===== src/hdl/pfrid_pkg.sv =====
package pfrid_pkg;

	localparam int unsigned DEPTH    = 16;
	localparam int unsigned OCC_W    = $clog2(DEPTH + 1);
	localparam int unsigned PID_W    = 16;
	localparam int unsigned PAY_W    = 48;
	localparam int unsigned COUNT_W  = 5;
	localparam int unsigned OP_W     = 2;
	localparam int unsigned IN_W     = PID_W + PAY_W;
	localparam int unsigned OUT_W    = 1 + PID_W + PAY_W + COUNT_W + 1 + 1;

	typedef enum logic [OP_W-1:0] {
		OP_ENQ = 2'd0,
		OP_DEQ = 2'd1,
		OP_REM = 2'd2,
		OP_NOP = 2'd3
	} op_t;

	typedef enum logic {
		ST_IDLE = 1'b0,
		ST_EXEC = 1'b1
	} state_t;

	typedef struct packed {
		logic [PAY_W-1:0] payload;
		logic [PID_W-1:0] pid;
	} rec_t;

	typedef struct packed {
		logic cap;
		logic exe;
		op_t  op;
	} ctl_t;

endpackage


===== src/hdl/pfrid_cell.sv =====
module pfrid_cell (
	input  logic                          clk,
	input  logic                          arst_n,
	input  pfrid_pkg::ctl_t               ctl,
	input  logic [pfrid_pkg::PID_W-1:0]   cmp_pid,
	input  pfrid_pkg::rec_t               wr_rec,
	input  logic                          head,
	input  logic                          left_valid,
	input  logic                          right_valid,
	input  pfrid_pkg::rec_t               right_rec,
	input  logic                          hit_in,
	output logic                          hit_out,
	input  pfrid_pkg::rec_t               sel_in,
	output pfrid_pkg::rec_t               sel_out,
	output logic                          valid,
	output pfrid_pkg::rec_t               rec
);

	logic            valid_q;
	logic            hit_q;
	pfrid_pkg::rec_t rec_q;
	logic            hit_d;
	logic            taken;
	logic            shift;
	logic            ld_enq;

	always_comb begin
		hit_d = 1'b0;
		case (ctl.op)
			pfrid_pkg::OP_DEQ: hit_d = head & valid_q;
			pfrid_pkg::OP_REM: hit_d = valid_q & (rec_q.pid == cmp_pid);
			default:           hit_d = 1'b0;
		endcase
	end

	assign taken   = hit_q & ~hit_in;
	assign hit_out = hit_in | hit_q;
	assign shift   = ctl.exe & hit_out;
	assign ld_enq  = ctl.exe & (ctl.op == pfrid_pkg::OP_ENQ) & ~valid_q & left_valid;
	assign sel_out = sel_in | (taken ? rec_q : pfrid_pkg::rec_t'('0));
	assign valid   = valid_q;
	assign rec     = rec_q;

	always_ff @(posedge clk or negedge arst_n) begin
		if (!arst_n) begin
			valid_q <= 1'b0;
			hit_q   <= 1'b0;
		end else begin
			if (ctl.cap) begin
				hit_q <= hit_d;
			end else if (ctl.exe) begin
				hit_q <= 1'b0;
			end
			if (shift) begin
				valid_q <= right_valid;
			end else if (ld_enq) begin
				valid_q <= 1'b1;
			end
		end
	end

	always_ff @(posedge clk) begin
		if (shift) begin
			rec_q <= right_rec;
		end else if (ld_enq) begin
			rec_q <= wr_rec;
		end
	end

endmodule


===== src/hdl/process_fifo_with_remove_by_id_top.sv =====
// Process record queue with removal by process id.
// The input stream carries one command per transfer: tuser holds the opcode
// (enqueue, dequeue, or remove by id) and tdata holds the id and the payload.
// The output stream returns exactly one result per command with the removed
// record, a found flag, the occupancy after the command, a not-empty flag,
// and a dropped flag for an enqueue refused by a full queue.
// Records live in a row of sixteen cells, head first; every cell compares its
// own id in parallel and a removal closes the gap by a one-step shift toward
// the head.
// For each command, the accepting edge captures the compare results in the
// cells, and the execute state then performs the shift or the write and
// loads the result register. tready is low in the execute state, so a new
// command is accepted only after the current one has executed.
// When the receiver stalls, the result is held in the output register and a
// further command may be accepted, but it is not executed until the held
// result has been taken.
// Reset empties the queue and clears the output valid.
module process_fifo_with_remove_by_id_top (
	input  logic                          clk,
	input  logic                          arst_n,
	input  logic                          s_axis_tvalid,
	output logic                          s_axis_tready,
	// pid[15:0], payload[63:16]
	input  logic [pfrid_pkg::IN_W-1:0]    s_axis_tdata,
	// opcode[1:0]
	input  logic [pfrid_pkg::OP_W-1:0]    s_axis_tuser,
	output logic                          m_axis_tvalid,
	input  logic                          m_axis_tready,
	// found[0], out_pid[16:1], out_payload[64:17], count[69:65],
	// not_empty[70], dropped[71]
	output logic [pfrid_pkg::OUT_W-1:0]   m_axis_tdata
);

	localparam int unsigned N = pfrid_pkg::DEPTH;

	pfrid_pkg::state_t                state_q;
	pfrid_pkg::state_t                state_d;
	pfrid_pkg::op_t                   op_q;
	pfrid_pkg::rec_t                  wr_rec_q;
	logic [pfrid_pkg::OCC_W-1:0]      occ_q;
	logic [pfrid_pkg::OCC_W-1:0]      occ_d;
	logic                             m_tvalid_q;
	logic [pfrid_pkg::OUT_W-1:0]      m_tdata_q;

	logic                             cap;
	logic                             exe;
	logic                             out_free;
	logic                             full;
	logic                             drop;
	logic                             found;
	pfrid_pkg::ctl_t                  ctl;
	pfrid_pkg::rec_t                  in_rec;

	logic                             valid_w [N];
	pfrid_pkg::rec_t                  rec_w   [N];
	logic                             hit_c   [N+1];
	pfrid_pkg::rec_t                  sel_c   [N+1];

	assign in_rec.pid     = s_axis_tdata[pfrid_pkg::PID_W-1:0];
	assign in_rec.payload = s_axis_tdata[pfrid_pkg::IN_W-1:pfrid_pkg::PID_W];

	assign out_free = ~m_tvalid_q | m_axis_tready;

	always_comb begin
		state_d = state_q;
		case (state_q)
			pfrid_pkg::ST_IDLE: if (s_axis_tvalid) state_d = pfrid_pkg::ST_EXEC;
			pfrid_pkg::ST_EXEC: if (out_free) state_d = pfrid_pkg::ST_IDLE;
			default:            state_d = pfrid_pkg::ST_IDLE;
		endcase
	end

	always_comb begin
		s_axis_tready = 1'b0;
		exe           = 1'b0;
		case (state_q)
			pfrid_pkg::ST_IDLE: s_axis_tready = 1'b1;
			pfrid_pkg::ST_EXEC: exe = out_free;
			default: begin
				s_axis_tready = 1'b0;
				exe           = 1'b0;
			end
		endcase
	end

	assign cap     = s_axis_tvalid & s_axis_tready;
	assign ctl.cap = cap;
	assign ctl.exe = exe;
	assign ctl.op  = cap ? pfrid_pkg::op_t'(s_axis_tuser) : op_q;

	assign hit_c[0] = 1'b0;
	assign sel_c[0] = pfrid_pkg::rec_t'('0);

	for (genvar i = 0; i < N; i++) begin : g_cell
		logic            left_v;
		logic            right_v;
		pfrid_pkg::rec_t right_r;
		if (i == 0) begin : g_head
			assign left_v = 1'b1;
		end else begin : g_body
			assign left_v = valid_w[i-1];
		end
		if (i == N - 1) begin : g_tail
			assign right_v = 1'b0;
			assign right_r = pfrid_pkg::rec_t'('0);
		end else begin : g_mid
			assign right_v = valid_w[i+1];
			assign right_r = rec_w[i+1];
		end
		pfrid_cell u_cell (
			.clk         (clk),
			.arst_n      (arst_n),
			.ctl         (ctl),
			.cmp_pid     (in_rec.pid),
			.wr_rec      (wr_rec_q),
			.head        ((i == 0) ? 1'b1 : 1'b0),
			.left_valid  (left_v),
			.right_valid (right_v),
			.right_rec   (right_r),
			.hit_in      (hit_c[i]),
			.hit_out     (hit_c[i+1]),
			.sel_in      (sel_c[i]),
			.sel_out     (sel_c[i+1]),
			.valid       (valid_w[i]),
			.rec         (rec_w[i])
		);
	end

	assign found = hit_c[N];
	assign full  = (occ_q == pfrid_pkg::OCC_W'(N));
	assign drop  = (op_q == pfrid_pkg::OP_ENQ) & full;

	always_comb begin
		occ_d = occ_q;
		if ((op_q == pfrid_pkg::OP_ENQ) && !full) begin
			occ_d = occ_q + pfrid_pkg::OCC_W'(1);
		end else if (found) begin
			occ_d = occ_q - pfrid_pkg::OCC_W'(1);
		end
	end

	always_ff @(posedge clk or negedge arst_n) begin
		if (!arst_n) begin
			state_q    <= pfrid_pkg::ST_IDLE;
			occ_q      <= '0;
			m_tvalid_q <= 1'b0;
		end else begin
			state_q <= state_d;
			if (exe) begin
				occ_q      <= occ_d;
				m_tvalid_q <= 1'b1;
			end else if (m_axis_tready) begin
				m_tvalid_q <= 1'b0;
			end
		end
	end

	always_ff @(posedge clk) begin
		if (cap) begin
			op_q     <= pfrid_pkg::op_t'(s_axis_tuser);
			wr_rec_q <= in_rec;
		end
		if (exe) begin
			m_tdata_q <= {drop, (occ_d != '0), pfrid_pkg::COUNT_W'(occ_d),
				sel_c[N].payload, sel_c[N].pid, found};
		end
	end

	assign m_axis_tvalid = m_tvalid_q;
	assign m_axis_tdata  = m_tdata_q;

endmodule


===== config.mk =====
export PLATFORM = sky130hd
export DESIGN_NAME = process_fifo_with_remove_by_id_top
export DESIGN_NICKNAME = d
export VERILOG_FILES = /design/src/hdl/pfrid_pkg.sv /design/src/hdl/pfrid_cell.sv /design/src/hdl/process_fifo_with_remove_by_id_top.sv
export SDC_FILE = /design/constraint.sdc
export NUM_CORES = 2
export LEC_CHECK = 0
export BUFFER_PORTS_ARGS = -buffer_cell sky130_fd_sc_hd__buf_2
export CAP_MARGIN = 20
export CORE_MARGIN = 3
export CORE_UTILIZATION = 55
export CTS_BUF_LIST = sky130_fd_sc_hd__clkbuf_16
export DETAILED_ROUTE_END_ITERATION = 16
export PLACE_DENSITY = 0.82
export RECOVER_POWER = 50
export SYNTH_ARGS = -nofsm -noshare
export SYNTH_HDL_FRONTEND = slang
export SYNTH_SLANG_ARGS = --single-unit
export TNS_END_PERCENT = 5

===== constraint.sdc =====
create_clock -name clk -period 9.62 [get_ports clk]
set_input_delay 1.924 -clock clk [delete_from_list [all_inputs] [get_ports clk]]
set_output_delay 1.924 -clock clk [all_outputs]
set_load 0.02 [all_outputs]

==> impl_summary.log <==
INFO  metric outcome = complete, but fails checks
INFO  metric failed_checks = max-capacitance violations, max-slew violations
INFO  metric multiInputGateArea = 22700 um2
INFO  metric drt-wirelength-per-cell = 31.7 um
INFO  metric worst_clock_skew = 42.3 ps
INFO  metric critical_path.max_stage_delay = 3220 ps
INFO  metric place_inst = 5506
INFO  metric timing.final.max_slew_violations = 870
INFO  metric die-width = 334 um
INFO  metric finalHoldViolations = 0
INFO  metric finalWorstPathRequiredPeriod = 7680 ps
INFO  metric track_usage = 32.0%
INFO  metric ranking_of_synthesized_cells_by_instance_count = edfxtp_1, mux2_2, clkbuf_1
INFO  metric synth_area_leader_cell = edfxtp_1
INFO  metric dr.first_iter.drc_count = 6837
INFO  metric holdWs = 521 ps
INFO  metric count_of_input_and_output_buffers = 143
INFO  metric class_of_the_worst_hold_path = reg2reg
INFO  metric detailedPlacementHpwl = 106 mm
INFO  metric clock_network_latency_to_the_later_pin_of_the_worst_skew_pair = 740 ps
INFO  metric syn-num-nets = 4369
INFO  metric drv.max_cap_violation_count = 32
INFO  metric wl = 182 mm
INFO  metric grt_antenna_before_repair = 6
INFO  metric ys.flop_type = edfxtp_1
INFO  metric netlist_instances = 4294
INFO  metric ctsHtreeMaxLevel = 3
INFO  metric routed_vias = 40.8k
INFO  metric routabilityCongestion = 1.01
INFO  metric maxClockFrequency = 130 MHz
INFO  metric synth_cell_type_count = 65
INFO  metric die-area = 112000 um2
INFO  metric grt_pass1_wl = 268 mm
INFO  metric vdd_drop_max = 0.227 mV
INFO  metric sequential_cell_area = 35200 um2
INFO  metric clock_sinks = 1201
INFO  metric holdBufCountCts = 0
INFO  metric post_layout_nonfiller_instances = 5745
INFO  metric cts_setup_buffers = 0
INFO  metric synthesis.yosys.warnings = 0
INFO  metric slew-limit-headroom = -207%
INFO  metric post_synthesis_sequential_area_ratio = 59.4%
INFO  metric synth_edf_count = 1096
INFO  metric row_count = 119
INFO  metric design.portCount = 144
INFO  metric synth_seq_cells = 1201
INFO  metric final.fill_count = 7848
INFO  metric critical_path_arrival = 8070 ps
INFO  metric post_synth_instance_area = 59300 um2
INFO  metric postRouteAntennaNets = 0
INFO  metric postLayoutSetupSlackWorst = 1940 ps
INFO  metric cts.path.max_buffers = 3
INFO  metric p_per_area = 280 nW/um2
INFO  metric crit_path_end_kind = register
INFO  metric cts_tree = built
INFO  metric drt-vias-per-instance = 7.11
INFO  metric firstDrtPassIters = 10
INFO  metric report.final.setup_viol = 0
INFO  metric post_synth_top_area_share = 55.5%
INFO  metric final.period_utilization = 79.8%
INFO  metric floorplan.initialDensity = 55.8%
INFO  metric layout-drive-gt1-share = 29.5%
INFO  metric cts_made_buffers = 121
INFO  metric first_global_vias = 40.4k
INFO  metric syn_avg_cell_area = 13.8 um2
INFO  metric p_leak = 21.4 nW
INFO  metric power.total = 18.1 mW
INFO  metric unrepaired_setup_endpoints_after_global_routing = no
INFO  metric crit_type = reg2reg
INFO  metric grt.overflow.total = 0
INFO  metric path_cells = nor4_1 -> buf_4 -> clkbuf_1 -> and3_1 -> a21oi_1 -> clkbuf_1 -> nor2_1
INFO  metric path_max_fanout = 65
INFO  metric critical_path_required = 10010 ps
INFO  metric clkSlewWorstSetupHoldPaths = 70 ps
INFO  metric fp.coreArea = 106000 um2
INFO  metric dominant_cells_by_area_after_synthesis = edfxtp_1, mux2_2, xor2_1
INFO  metric maximum_number_of_pins_on_one_net_before_global_route_repair = 69
INFO  metric areaGrowthSynthToFinish = 9.37%
INFO  metric cts_resized = 0
INFO  metric yosysMostFrequentCell = edfxtp_1
INFO  metric floorplan.die.height = 334 um
INFO  metric nets = 4318
INFO  metric post-place-ws = 3250 ps
INFO  metric synth-async-reset-ratio = 3.25%
INFO  metric worst_setup_path_start_kind = register
INFO  metric remaining_drc_errors = 0
INFO  metric cp_slowest_cell = clkbuf_1
INFO  metric worst_slew_pin_slew = 4600 ps
INFO  metric cpMostUsedCell = clkbuf_1
INFO  metric clk_root_buffer_cell = clkbuf_16
==> power breakdown <==
part	internal, mW	switching (mW)	leakage, nW
clock network	2.69	2.07	2.08
registers	7.62	1.08	11.1
logic	1.72	2.95	8.26
==> metrics by stage <==
stage / setup TNS, ps / utilization, % / cell area (um2)
floorplan: -389630 / - / 59300
global placement: 0 / 57.6 / 61100
detailed placement: 0 / 57.6 / 61100
CTS: 0 / 61.3 / 65100
global route: 0 / 61.1 / 64800
finish: 0 / 61.1 / 64800
==> critical path, delay by kind of cell, from the launching register on <==
family	cells	cell delay, ps
buf+inv	3	4800
compound gates	1	320
flops	1	900
simple gates	3	1160
==> state kept, by name, indices dropped and copies added, names as in the netlist <==
| name | cells |
|---|---|
| g_cell.u_cell.rec | 1024 |
| m_axis_tdata | 72 |
| wr_rec_q | 64 |
| g_cell.u_cell.hit_q | 16 |
| g_cell.u_cell.valid | 16 |
| occ_q | 5 |
| op_q | 2 |
| m_axis_tvalid | 1 |
| state_q | 1 |
==> routing by layer <==
layer	track usage [%]	routed length [um]	part of all wire (%)	vias up
met5	0	41	0.022	-
met4	15.9	9860	5.4	4
met3	7.97	25200	14	693
met2	48.3	81400	45	3347
met1	43.5	65700	36	20200
li1	-	-	-	16600
==> layout make-up <==
type / count / area share, %
Tap cell: 1391 / 2.68
Sequential cell: 1201 / 54.3
Antenna cell: 3 / 0.0116
Inverter: 11 / 0.0714
Clock buffer: 123 / 4.75
Timing Repair Buffer: 224 / 1.80
Clock inverter: 108 / 1.35
Multi-Input combinational cell: 2684 / 35.0
==> worst paths after layout <==
| kind | startpoint | endpoint | slack, ps | cells after the start |
|---|---|---|---|---|
| max | g_cell[0].u_cell.hit_q | g_cell[15].u_cell.rec[3] | 1940 | 7 |
| min | g_cell[15].u_cell.rec[17] | g_cell[15].u_cell.rec[17] | 520 | 2 |
| max reg2reg | g_cell[0].u_cell.hit_q | g_cell[15].u_cell.rec[3] | 1940 | 7 |
| min reg2reg | g_cell[15].u_cell.rec[17] | g_cell[15].u_cell.rec[17] | 520 | 2 |
| max in group asynchronous | arst_n | g_cell[4].u_cell.hit_q | 5670 | 2 |
| min in group asynchronous | arst_n | g_cell[1].u_cell.hit_q | 1130 | 1 |
==> cells in the final DEF, fill, tap and decap left out, drive strengths merged, types with 3 or more instances in the layout <==
master and count:
o21ai 43, and3 6, a32oi 64, nand2 237
dfxtp 66, and3b 64, inv 51, mux2i 66
edfxtp 1096, nor3 70, o21bai 3, nor4 64
xnor2 33, buf 109, xor2 226, a221oi 66
diode 3, nor2 90, mux2 960, a31oi 62
nand3b 65, dfrtp 39, o211ai 65, a222oi 64
a2111oi 63, ha 5, nand2b 4, nor3b 3
clkinv 52, a21oi 98, nor2b 69, bufinv 14
clkbuf 238, nand4 7, and2 3, nand3 158
==> logic make-up (layout without fill, tap and decap cells) <==
kind of cell,count (synthesis),after routing,synth area share (%)
DFF,1201,1201,59.4
muxes,1026,1026,19.4
adders and majority gates,5,5,0.106
buffers and inverters,409,466,2.77
and+or+nand+nor,850,850,7.68
xor gates and xnor gates,259,259,3.83
AOI/OAI and AO/OA,544,544,6.87
other,0,3,0
Power figures use the tool's default switching activity.
